File: src/rtl/crc16e_pkg.sv
// Shared types, register codes, reset values and bit functions for the CRC-16 engine.
// No dependencies; every other file of the block imports this package.
`default_nettype none

package crc16e_pkg;

    localparam int CRC_W     = 16;
    localparam int BYTE_W    = 8;
    localparam int LEN_W     = 8;
    localparam int CFG_IDX_W = 3;

    // Configuration register indexes
    typedef enum logic [CFG_IDX_W-1:0] {
        CFG_INIT_VALUE     = 3'd0,
        CFG_POLYNOMIAL     = 3'd1,
        CFG_REFLECT_INPUT  = 3'd2,
        CFG_REFLECT_OUTPUT = 3'd3,
        CFG_FINAL_XOR      = 3'd4,
        CFG_MESSAGE_LENGTH = 3'd5
    } t_cfg_idx;

    localparam logic [CRC_W-1:0] RST_INIT_VALUE  = 16'hFFFF;
    localparam logic [CRC_W-1:0] RST_POLYNOMIAL  = 16'h1021;
    localparam logic [CRC_W-1:0] RST_FINAL_XOR   = 16'h0000;
    localparam logic [LEN_W-1:0] RST_MSG_LENGTH  = 8'd1;

    typedef struct packed {
        logic [CRC_W-1:0] init_value;
        logic [CRC_W-1:0] polynomial;
        logic             reflect_input;
        logic             reflect_output;
        logic [CRC_W-1:0] final_xor;
        logic [LEN_W-1:0] message_length;
    } t_cfg;

    typedef struct packed {
        logic             wr;
        logic [CRC_W-1:0] value;
    } t_init_wr;

    typedef struct packed {
        logic [CRC_W-1:0] crc_value;
        logic             is_final;
    } t_result;

    function automatic logic [BYTE_W-1:0] rev8(input logic [BYTE_W-1:0] v);
        logic [BYTE_W-1:0] r;
        for (int i = 0; i < BYTE_W; i++) begin
            r[i] = v[BYTE_W-1-i];
        end
        return r;
    endfunction

    function automatic logic [CRC_W-1:0] rev16(input logic [CRC_W-1:0] v);
        logic [CRC_W-1:0] r;
        for (int i = 0; i < CRC_W; i++) begin
            r[i] = v[CRC_W-1-i];
        end
        return r;
    endfunction

    // Eight MSB-first division steps; unrolls into a flat XOR network.
    function automatic logic [CRC_W-1:0] divide_byte(input logic [CRC_W-1:0]  crc,
                                                     input logic [BYTE_W-1:0] data,
                                                     input logic [CRC_W-1:0]  poly);
        logic [CRC_W-1:0] t;
        logic             top;
        t = crc ^ {data, {(CRC_W-BYTE_W){1'b0}}};
        for (int k = 0; k < BYTE_W; k++) begin
            top = t[CRC_W-1];
            t   = {t[CRC_W-2:0], 1'b0};
            if (top) begin
                t = t ^ poly;
            end
        end
        return t;
    endfunction

endpackage

`default_nettype wire

File: src/rtl/crc16e_cfg_regs.sv
// Configuration register file of the CRC-16 engine.
// Depends on crc16e_pkg for the register codes, reset values and the t_cfg struct.
`default_nettype none

module crc16e_cfg_regs (
    input  wire                               i_clk,
    input  wire                               i_rst_n,
    input  wire                               i_cfg_valid,
    input  wire  [crc16e_pkg::CFG_IDX_W-1:0]  i_cfg_index,
    input  wire  [crc16e_pkg::CRC_W-1:0]      i_cfg_data,
    output logic                              o_cfg_ready,
    output crc16e_pkg::t_cfg                  o_cfg,
    output crc16e_pkg::t_init_wr              o_init_wr
);
    import crc16e_pkg::*;

    t_cfg r_cfg;
    logic w_wr;

    assign o_cfg_ready = 1'b1;
    assign w_wr        = i_cfg_valid;
    assign o_cfg       = r_cfg;

    // Let the core reload its running CRC on an init write between messages
    assign o_init_wr.wr    = w_wr && (i_cfg_index == CFG_INIT_VALUE);
    assign o_init_wr.value = i_cfg_data;

    always_ff @(posedge i_clk) begin
        if (!i_rst_n) begin
            r_cfg.init_value     <= RST_INIT_VALUE;
            r_cfg.polynomial     <= RST_POLYNOMIAL;
            r_cfg.reflect_input  <= 1'b0;
            r_cfg.reflect_output <= 1'b0;
            r_cfg.final_xor      <= RST_FINAL_XOR;
            r_cfg.message_length <= RST_MSG_LENGTH;
        end else if (w_wr) begin
            case (i_cfg_index)
                CFG_INIT_VALUE:     r_cfg.init_value     <= i_cfg_data;
                CFG_POLYNOMIAL:     r_cfg.polynomial     <= i_cfg_data;
                CFG_REFLECT_INPUT:  r_cfg.reflect_input  <= i_cfg_data[0];
                CFG_REFLECT_OUTPUT: r_cfg.reflect_output <= i_cfg_data[0];
                CFG_FINAL_XOR:      r_cfg.final_xor      <= i_cfg_data;
                CFG_MESSAGE_LENGTH: r_cfg.message_length <= i_cfg_data[LEN_W-1:0];
                default: ;
            endcase
        end
    end

endmodule

`default_nettype wire

File: src/rtl/crc16e_core.sv
// CRC-16 step logic: running CRC and byte counter, one byte per enabled cycle.
// Depends on crc16e_pkg for the division and reflection functions and structs.
`default_nettype none

module crc16e_core (
    input  wire                            i_clk,
    input  wire                            i_rst_n,
    input  crc16e_pkg::t_cfg               i_cfg,
    input  crc16e_pkg::t_init_wr           i_init_wr,
    input  wire                            i_step,
    input  wire  [crc16e_pkg::BYTE_W-1:0]  i_byte,
    output crc16e_pkg::t_result            o_result
);
    import crc16e_pkg::*;

    logic [CRC_W-1:0]  r_running_crc;
    logic [LEN_W-1:0]  r_byte_count;
    logic [BYTE_W-1:0] w_byte;
    logic [CRC_W-1:0]  w_crc;
    logic [CRC_W-1:0]  w_final_crc;
    logic [LEN_W-1:0]  w_cnt;
    logic              w_last;

    always_comb begin
        w_byte      = i_cfg.reflect_input ? rev8(i_byte) : i_byte;
        w_crc       = divide_byte(r_running_crc, w_byte, i_cfg.polynomial);
        w_cnt       = r_byte_count + LEN_W'(1);
        // a length of zero never exceeds the count, so every byte ends a message
        w_last      = !(w_cnt < i_cfg.message_length);
        w_final_crc = (i_cfg.reflect_output ? rev16(w_crc) : w_crc) ^ i_cfg.final_xor;
        o_result.crc_value = w_last ? w_final_crc : w_crc;
        o_result.is_final  = w_last;
    end

    always_ff @(posedge i_clk) begin
        if (!i_rst_n) begin
            r_running_crc <= RST_INIT_VALUE;
            r_byte_count  <= '0;
        end else if (i_step) begin
            if (w_last) begin
                r_running_crc <= i_cfg.init_value;
                r_byte_count  <= '0;
            end else begin
                r_running_crc <= w_crc;
                r_byte_count  <= w_cnt;
            end
        end else if (i_init_wr.wr && (r_byte_count == '0)) begin
            r_running_crc <= i_init_wr.value;
        end
    end

endmodule

`default_nettype wire

File: src/rtl/configurable_crc16_engine_top.sv
// Pipeline: input register, then result register, with the eight division steps as one XOR
// network between them. Throughput: one byte per cycle unless the result output stalls.
// Backpressure: the input stage keeps taking beats while a result waits, until both hold data.
// Reset (i_rst_n low, synchronous): registers load their reset values, running CRC = 0xFFFF,
// byte count = 0, both pipeline stages empty.
`default_nettype none

// Top level of the configurable CRC-16 engine.
// Depends on crc16e_pkg, crc16e_cfg_regs and crc16e_core.
module configurable_crc16_engine_top (
    input  wire                               i_clk,
    input  wire                               i_rst_n,
    // input byte channel
    input  wire                               i_in_valid,
    output logic                              o_in_stall,
    input  wire  [crc16e_pkg::BYTE_W-1:0]     i_data_byte,
    // result channel
    output logic                              o_out_valid,
    input  wire                               i_out_stall,
    output logic [crc16e_pkg::CRC_W-1:0]      o_crc_value,
    output logic                              o_is_final,
    // configuration write channel
    input  wire                               i_cfg_valid,
    output logic                              o_cfg_ready,
    input  wire  [crc16e_pkg::CFG_IDX_W-1:0]  i_cfg_index,
    input  wire  [crc16e_pkg::CRC_W-1:0]      i_cfg_data
);
    import crc16e_pkg::*;

    t_cfg              w_cfg;
    t_init_wr          w_init_wr;
    t_result           w_result;

    // Input stage
    logic              r_s1_valid;
    logic [BYTE_W-1:0] r_s1_byte;
    // Result stage
    logic              r_out_valid;
    t_result           r_out;

    logic w_out_free;
    logic w_advance;
    logic w_in_take;

    // The result register frees up when empty or when its beat is taken this cycle.
    assign w_out_free = !r_out_valid || !i_out_stall;
    // Move the held byte through the CRC logic into the result register.
    assign w_advance  = r_s1_valid && w_out_free;
    // Stall the input only when both stages hold data and the result is blocked.
    assign o_in_stall = r_s1_valid && !w_out_free;
    assign w_in_take  = i_in_valid && !o_in_stall;

    crc16e_cfg_regs u_cfg (
        .i_clk       (i_clk),
        .i_rst_n     (i_rst_n),
        .i_cfg_valid (i_cfg_valid),
        .i_cfg_index (i_cfg_index),
        .i_cfg_data  (i_cfg_data),
        .o_cfg_ready (o_cfg_ready),
        .o_cfg       (w_cfg),
        .o_init_wr   (w_init_wr)
    );

    // State advances exactly once per byte, at the moment it enters the result register.
    crc16e_core u_core (
        .i_clk     (i_clk),
        .i_rst_n   (i_rst_n),
        .i_cfg     (w_cfg),
        .i_init_wr (w_init_wr),
        .i_step    (w_advance),
        .i_byte    (r_s1_byte),
        .o_result  (w_result)
    );

    // Hold the input beat; refill on the same edge the old one advances.
    always_ff @(posedge i_clk) begin
        if (!i_rst_n) begin
            r_s1_valid <= 1'b0;
        end else if (w_in_take) begin
            r_s1_valid <= 1'b1;
        end else if (w_advance) begin
            r_s1_valid <= 1'b0;
        end
    end

    always_ff @(posedge i_clk) begin
        if (w_in_take) begin
            r_s1_byte <= i_data_byte;
        end
    end

    // Result register: load on advance, drop when taken, hold while stalled.
    always_ff @(posedge i_clk) begin
        if (!i_rst_n) begin
            r_out_valid <= 1'b0;
        end else if (w_advance) begin
            r_out_valid <= 1'b1;
        end else if (!i_out_stall) begin
            r_out_valid <= 1'b0;
        end
    end

    always_ff @(posedge i_clk) begin
        if (w_advance) begin
            r_out <= w_result;
        end
    end

    assign o_out_valid = r_out_valid;
    assign o_crc_value = r_out.crc_value;
    assign o_is_final  = r_out.is_final;

endmodule

`default_nettype wire

File: config.mk
export PLATFORM = sky130hd
export DESIGN_NAME = configurable_crc16_engine_top
export DESIGN_NICKNAME = d
export VERILOG_FILES = /design/src/rtl/crc16e_pkg.sv /design/src/rtl/crc16e_cfg_regs.sv /design/src/rtl/crc16e_core.sv /design/src/rtl/configurable_crc16_engine_top.sv
export SDC_FILE = /design/constraint.sdc
export NUM_CORES = 1
export LEC_CHECK = 0
export ABC_AREA = 1
export BUFFER_PORTS_ARGS = -buffer_cell sky130_fd_sc_hd__buf_2
export CAP_MARGIN = 20
export CORE_ASPECT_RATIO = 0.9
export CORE_UTILIZATION = 45
export DETAILED_ROUTE_END_ITERATION = 16
export GPL_TIMING_DRIVEN = 0
export PLACE_DENSITY_LB_ADDON = 0.1
export SYNTH_ARGS = -nofsm -noshare
export SYNTH_HDL_FRONTEND = slang
export SYNTH_SLANG_ARGS = --single-unit
export TNS_END_PERCENT = 1
File: constraint.sdc
create_clock -name i_clk -period 3.81 [get_ports i_clk]
set_input_delay 0.5715 -clock i_clk [delete_from_list [all_inputs] [get_ports i_clk]]
set_output_delay 0.5715 -clock i_clk [all_outputs]
set_load 0.005 [all_outputs]
Yosys cells after proc, flatten, opt, wreduce, memory -nomap -nowiden

Index checks and enable logic that the tools add are counted.

Add/subtract/negate cells: 1
Magnitude comparators: 1
Equal/unequal tests: 6
Muxes and demuxes: 19
Bitwise logic cells: 10
Reductions and logical operators: 21

Operators by type and width:

| kind                                                  | number |
|---|---|
| two-way mux 16 bit                                    | 13 |
| bitwise XOR 16 bit                                    | 10 |
| two-way mux 8 bit                                     | 2 |
| AND reduction 2 bit                                   | 6 |
| adder 8 x 1 -> 8 bit, second input constant           | 1 |
| logical NOT 8 bit                                     | 1 |
| less-than comparator 8 bit                            | 1 |
| equality test 3 x 2 -> 1 bit, second input constant   | 2 |
| equality test 3 bit, second input constant            | 2 |
| logical AND 1 bit                                     | 5 |
| logical NOT 1 bit                                     | 5 |
| two-way mux 1 bit                                     | 4 |
| nonzero test 2 bit                                    | 2 |
| equality test 3 x 1 -> 1 bit, second input constant   | 1 |
| logical NOT 3 bit                                     | 1 |
| inequality test 2 x 1 -> 1 bit, second input constant | 1 |
| logical OR 1 bit                                      | 1 |

Bits in registers: 109
Bits of input ports: 32
Output and inout port bits: 20
Logic and storage cells: 71

Logic depth before layout (Yosys ltp)

Gate-level depths: netlist of run 1.

Depth in word-level cells: 21
Depth in mapped cells: 34
Gate-level depth less buffers: 33

Modules after synthesis

A second synthesis of run 1 with hierarchy kept.

Cells, all modules: 1301
Area, all modules: 8154.1 um2

By module, submodules not included:

| module                        | instances | cells each | area each (um2) | seq. area each (um2) |
|---|---|---|---|---|
| crc16e_core                   | 1         | 923        | 4862.2          | 480.5 |
| crc16e_cfg_regs               | 1         | 340        | 2446.1          | 1161.1 |
| configurable_crc16_engine_top | 1         | 38         | 845.8           | 790.8 |

Worst setup path after synthesis of run 1

No wires, ideal clock.

Path kind: flip-flop to flip-flop
From: reg u_cfg.r_cfg (netlist bit u_cfg.o_cfg[25])
To: reg r_out (netlist bit o_crc_value[12]) (data pin)
Library setup time: 0.253 ns
Data arrival time: 2.967 ns
Data required time: 3.557 ns
Path slack: 0.590 ns
Cell stages (with the launch flop): 30
Buffers on the path: 4
Clock period less this slack: 3.220 ns
Path through: dfxtp_1 buf_6 inv_6 nand2_1 nand3_1 nand2_2 buf_6 nand2_1 xor2_1 inv_1 nand2_1 nand2_2 xor2_2 nand2_1 inv_2 nor2_8 nand3_4 nand3_2 xor2_2 buf_4 buf_6 nand3_2 nand2_1 nand2_1 nand3_1 nand3_1 nand2_1 nand2_1 nand3_1 nand2_1

RTL lines:

| element              | line                                 | text |
|---|---|---|
| start, declared      | crc16e_cfg_regs.sv:17                | `t_cfg r_cfg;` |
| end signal, assigned | configurable_crc16_engine_top.sv:105 | `r_out <= w_result;` |
| end, declared        | configurable_crc16_engine_top.sv:39  | `t_result r_out;` |

==> flow_summary.toml, run 1 <==
[worst_setup_path]
regToRegEndpoint = "o_crc_value[13]"
ff2ff_path_depth = 31
crit_fanout = 8
startpoint_type = "flip-flop"
cp-end-kind = "flip-flop"
crit_path_end = "o_crc_value[13]"
worst_setup_path_startpoint = "u_cfg.o_cfg[25]"
setup.worst_path.class = "flip-flop to flip-flop"
cp_slowest_cell = "dfxtp_2"
r2r-start = "u_cfg.o_cfg[25]"
reg2reg_setup_slack_ns = 0.1
critical-path-max-stage-delay_ns = 0.34
critical_path_data_arrival_time_ns = 3.81
required_ns = 3.90

[logic_synthesis]
mean_cell_area_of_the_mapped_netlist_um2 = 6.41
synth_compound_area_frac = 0.115
synth_commonest_cells = "379 x nand2_1, 166 x nand3_1, 131 x inv_1"
synth_top_family_by_area = "simple AND/OR/NAND/NOR gates"
synth_top_cell_area_share = 0.220
mappedNetlistArea_um2 = 7650
yosys-mux-area-fraction = 0
synth.lib_cells_used.distinct = 36
async_flop_share = 0
ys_dominant_reg_cell = "dfxtp_1"
synth_warnings = 0
post_synth_fa_ha_maj_area_fraction = 0.0147
synth_seq_cells = 109
synthSimpleGateAreaFrac = 0.356
synth-edff-count = 25
synth_top_cell_by_area = "dfxtp_1"
synth.net_count = 1234
synth_seq_area_share = 0.318
synthTopCellsByArea = "dfxtp_1 22%, nand2_1 19%, nand3_1 11%"
synthMostInstantiatedCell = "nand2_1"
synthesis.instances = 1193
synth_xor_xnor_area_share = 0.0901

[floorplan]
die_width_um = 139
design.portCount = 52
dieHeight_um = 126
placeableCoreArea_um2 = 16400
rows = 44
full_die_area_um2 = 17500
floorplan.initialDensity = 0.468

[grt]
global_route_wire_length_before_repair_mm = 36.4
via_count_of_the_first_global_routing_pass = 6931
grt_start_max_net_pins = 18
globalRoute.totalOverflow = 0
antenna_found_initial = 1
track_usage = 0.270

[pwr]
p_comb_frac = 0.489
power.share.sequential = 0.301
power.clock.fraction = 0.210
max-vdd-ir-drop_mv = 0.264
netSwitchingPower_mw = 1.89
power.leakage_nw = 4.24
switching_share = 0.428
cellPowerDensity_nw_per_um2 = 483
intPower_mw = 2.53

[sta]
final_min_period_ns = 3.71
tightestPinTransition_ns = 0.723
whs_ns = 0.389
maxClockFrequency_mhz = 269
final.setup_skew_ns = 0.00830
total_setup_violations_reported_at_the_end_of_the_flow = 0
timing_hold_violations_final = 0
slew_headroom = 0.518
layout_worst_path_cycle_share = 0.975
slew_viol_final = 0
rsz_0062_raised_after_global_routing = "yes"

[route]
routed-wl-met2_mm = 10.7
m1WireLength_mm = 10.6
wl_per_cell_um = 16.1
drt-vias-per-instance = 5.35
drt_wl_total_mm = 24.0
remaining_drc_errors = 0
routed_wire_length_on_met3_mm = 2.14
routed-via-count = 7974
drt_pre_antenna_iters = 5
uppermost_routed_layer = "met4"
initialDrtViolationCount = 698
antenna_violating_nets_post_route = 0

[clocking]
cts_num_sinks = 109
ctsLongestPathBuffers = 2
clk_transition_reported_paths_ns = 0.07
cts.hold.buffers_added = 0
htree_levels = 3
tritoncts.num_buffers = 9
cts_tree = "built"
clk_root_buffer_cell = "clkbuf_16"
clk-insertion-delay-late_ns = 0.36

[placed_design]
placed_area_um2 = 8170
detailed_place_hpwl_mm = 17.8
buffer_ports.inserted = 49
place.detailed.instances = 1450
place_congestion = 0.919

[layout]
final_design_area_no_fill_um2 = 9150
final_nets = 1320
share_of_final_layout_standard_cells_stronger_than_drive_strength_1 = 0.174
layout.cells.non_filler = 1490
antenna_cells = 0
final_core_utilization = 0.559
area_growth_syn_to_layout_pct = 19.6

[flow_run]
max_cap_viol_count = 0

[worst_hold_path]
min_delay_path_depth = 1
timing.hold.worst.start = "i_data_byte[7]"
timing.hold.worst.class = "input pin to flip-flop"

[run_status]
run_status = "finished, final reports clean"
[what timing repair did]
item,in CTS,in global routing
cloned,0,5
endpoints found under the setup margin,5,32
pin swaps,0,34
hold endpoints to repair,0,0
buffers inserted,0,20
resized for setup,5,118
[registers in the layout, summed over array words and instances (netlist names)]
signal and flops:
u_cfg.o_cfg 58, o_crc_value 16, u_core.r_running_crc 16, r_s1_byte 8
u_core.r_byte_count 8, o_is_final 1, o_out_valid 1, r_s1_valid 1
[how the worst min path moves through the flow]
stage | to | slack, ns
global route | r_s1_byte[5] | 0.38
CTS | r_s1_byte[7] | 0.38
detailed placement | u_cfg.o_cfg[56] | 0.44
finish | r_s1_byte[7] | 0.39
global placement | u_cfg.o_cfg[42] | 0.44
floorplan | u_cfg.o_cfg[42] | 0.43
[final cells by class]
class                   instances  area, um2
fillers                      1626       7210
repair buffers                 73        457
plain buffers                  58        297
well taps                     207        259
flip-flops and latches        109       2430
clock buffers                  11        254
multi-input cells             887       4870
clock inverters                 4       30.0
inverters                     141        542
[worst max-delay path, delay by kind of cell, from the launching register on]
kind,cells,cell delay (ns)
xor gates and xnor gates,1,0.23
DFF,1,0.34
buffers and inverters,8,0.78
and+or+nand+nor,22,2.10
[power groups by stage]
stage / Clock, mW / Sequential (mW) / Combinational [mW]
floorplan: 0 / 1.35 / 1.31
global placement: 0 / 1.35 / 1.77
detailed placement: 0 / 1.35 / 1.79
CTS: 0.934 / 1.33 / 1.82
global route: 0.984 / 1.34 / 2.37
finish: 0.926 / 1.33 / 2.16
[cells in the final DEF, fill, tap and decap left out, types with 11 or more instances in the layout]
| cell type | count |
|---|---|
| nand2_4 | 12 |
| nand3_2 | 25 |
| nor2_1 | 53 |
| inv_1 | 127 |
| a21oi_1 | 77 |
| clkbuf_1 | 39 |
| buf_4 | 19 |
| edfxtp_1 | 25 |
| clkbuf_16 | 11 |
| nand2_2 | 36 |
| nand3_1 | 142 |
| o211ai_1 | 17 |
| xor2_1 | 32 |
| buf_2 | 58 |
| nand2_1 | 342 |
| xnor2_1 | 35 |
| o21ai_0 | 58 |
| dfxtp_1 | 83 |
[logic make-up (layout without fill, tap and decap cells)]
logic type	after synthesis	in the layout
and+or+nand+nor	633	635
buffers and inverters	199	287
AOI/OAI and AO/OA	165	165
DFF	109	109
xor gates and xnor gates	77	77
adders and majority gates	9	9
other	1	1
[routing by layer]
layer / track usage / vias to the layer above
met4: 0.0869 / 0
li1: - / 3975
met1: 0.362 / 3662
met3: 0.0779 / 41
met2: 0.416 / 296
met5: 0 / -
[through the flow]
step / worst slack, ns / power (mW) / setup TNS (ns)
floorplan: 0.590 / 2.66 / 0
global placement: -0.0153 / 3.12 / -0.0274
detailed placement: -0.0364 / 3.15 / -0.0614
CTS: 0.0102 / 4.08 / 0
global route: -0.169 / 4.69 / -2.75
finish: 0.0953 / 4.42 / 0
(Power assumes the default switching activity.)
==> inputs of run 2 (changes only) <==
Clock period 3.81 ns to 4.4 ns, I/O delays scaled along.
==> flow_summary.toml, run 2 (synthesis gave the netlist of run 1 again) <==
[run_status]
run_status = "finished, final reports clean"

[floorplan]
rows = 44
full_die_area_um2 = 17500
design.portCount = 52
floorplan.initialDensity = 0.468
placeableCoreArea_um2 = 16400
dieHeight_um = 126
die_width_um = 139

[clocking]
cts_num_sinks = 109
postCtsSetupBuffers = 0
clk_root_buffer_cell = "clkbuf_16"
clk_transition_reported_paths_ns = 0.07
cts.hold.buffers_added = 0
post_cts.resized_instances = 0
cts_tree = "built"
htree_levels = 3
clk-insertion-delay-late_ns = 0.36
tritoncts.num_buffers = 9
ctsLongestPathBuffers = 2

[sta]
tightestPinTransition_ns = 0.765
layout_worst_path_cycle_share = 0.887
final.setup_skew_ns = 0.00855
slew_viol_final = 0
final_min_period_ns = 3.90
setup-tns-final_ns = 0
slew_headroom = 0.488
timing_hold_violations_final = 0
rsz_0062_raised_after_global_routing = "no"
maxClockFrequency_mhz = 256
whs_ns = 0.460
total_setup_violations_reported_at_the_end_of_the_flow = 0

[grt]
globalRoute.totalOverflow = 0
via_count_of_the_first_global_routing_pass = 6934
track_usage = 0.270
antenna_found_initial = 2
grt_start_max_net_pins = 18
global_route_wire_length_before_repair_mm = 36.4

[layout]
final_core_utilization = 0.517
layout.cells.most_common_list = "379 x nand2_1, 166 x nand3_1, 131 x inv_1"
number_of_flip_flops_in_the_largest_register = 58
most_common_cell_after_layout_fill_and_taps_aside = "nand2_1"
final_nets = 1295
share_of_final_layout_standard_cells_stronger_than_drive_strength_1 = 0.0922
area_growth_syn_to_layout_pct = 10.5
seq_area_um2 = 2430
multiInputGateArea_um2 = 4410
fill_cells = 1703

[route]
remaining_drc_errors = 0
drt_wl_total_mm = 23.1
antenna_violating_nets_post_route = 0
drt-vias-per-instance = 5.31
initialDrtViolationCount = 716
wl_per_cell_um = 15.8
routed-via-count = 7789
drt_pre_antenna_iters = 5

[worst_setup_path]
crit_fanout = 10
cp-end-kind = "flip-flop"
critical-path-max-stage-delay_ns = 0.32
startpoint_type = "flip-flop"
cp_slowest_cell = "dfxtp_1"
setup.worst_path.class = "flip-flop to flip-flop"
crit_path_frequent_cell = "nand2_1"
required_ns = 4.49
critical_path_data_arrival_time_ns = 4.00

[flow_run]
max_cap_viol_count = 0

[pwr]
max-vdd-ir-drop_mv = 0.228
cellPowerDensity_nw_per_um2 = 419
power.leakage_nw = 3.99
post-layout-total-power_mw = 3.54

[placed_design]
place_congestion = 0.919
detailed_place_hpwl_mm = 17.8
buffer_ports.inserted = 49

[worst_hold_path]
timing.hold.worst.class = "flip-flop to flip-flop"
[run 2: changes by cell type in the layout (fill, tap and decap cells not counted), moves of 5 or more]
cell,delta
nor2_1,+5
nand2_4,-9
nand3_4,-6
nand3_1,+24
buf_4,-15
nand2_1,+37
nand2_2,-27
nand3_2,-18
[run 2: worst max-delay path: cells and delay by family (launching register included)]
family | cells | cell delay (ns)
AO/OA/AOI/OAI | 1 | 0.21
buffers and inverters | 5 | 0.44
flip-flops | 1 | 0.32
AND/OR/NAND/NOR | 25 | 2.67
[run 2: layout make-up]
class | instances | share of cell area
multi-input combinational | 885 | 0.521
sequential | 109 | 0.288
inverter | 141 | 0.0632
buffer | 58 | 0.0324
timing repair buffer | 50 | 0.0308
tap | 207 | 0.0306
clock buffer | 11 | 0.0300
clock inverter | 4 | 0.00355
antenna | 1 | 0.000296
[run 2: through the flow]
stage               instances  worst slack, ns  area (um2)
CTS                      1465            0.537        8450
global placement         1449            0.575        8150
detailed placement       1450            0.554        8170
floorplan                1193             1.18        7650
finish                   1466            0.496        8450
global route             1465            0.130        8450
[run 2: path summary, 6_finish.rpt]
kind                   start               to  slack [ns]  cells past startpoint
max          u_cfg.o_cfg[25]  o_crc_value[14]        0.50                     31
min          u_cfg.o_cfg[53]  u_cfg.o_cfg[53]        0.46                      2
max reg2reg  u_cfg.o_cfg[25]  o_crc_value[14]        0.50                     31
min reg2reg  u_cfg.o_cfg[53]  u_cfg.o_cfg[53]        0.46                      2
[run 2: layer usage]
layer,share of wire,up-vias,wire length [um],GRT usage
li1,-,3927,-,-
met1,0.45,3544,10300,0.362
met2,0.43,282,10000,0.416
met3,0.099,36,2280,0.0779
met4,0.022,0,505,0.0869
met5,0,-,0,0
[run 2: report_power, final]
part	total [mW]	internal (mW)	leakage, nW	switching [mW]
sequential	1.15	1.12	0.924	0.0312
combinational	1.59	0.505	2.92	1.09
clock	0.802	0.420	0.143	0.381
total	3.54	2.04	3.99	1.50
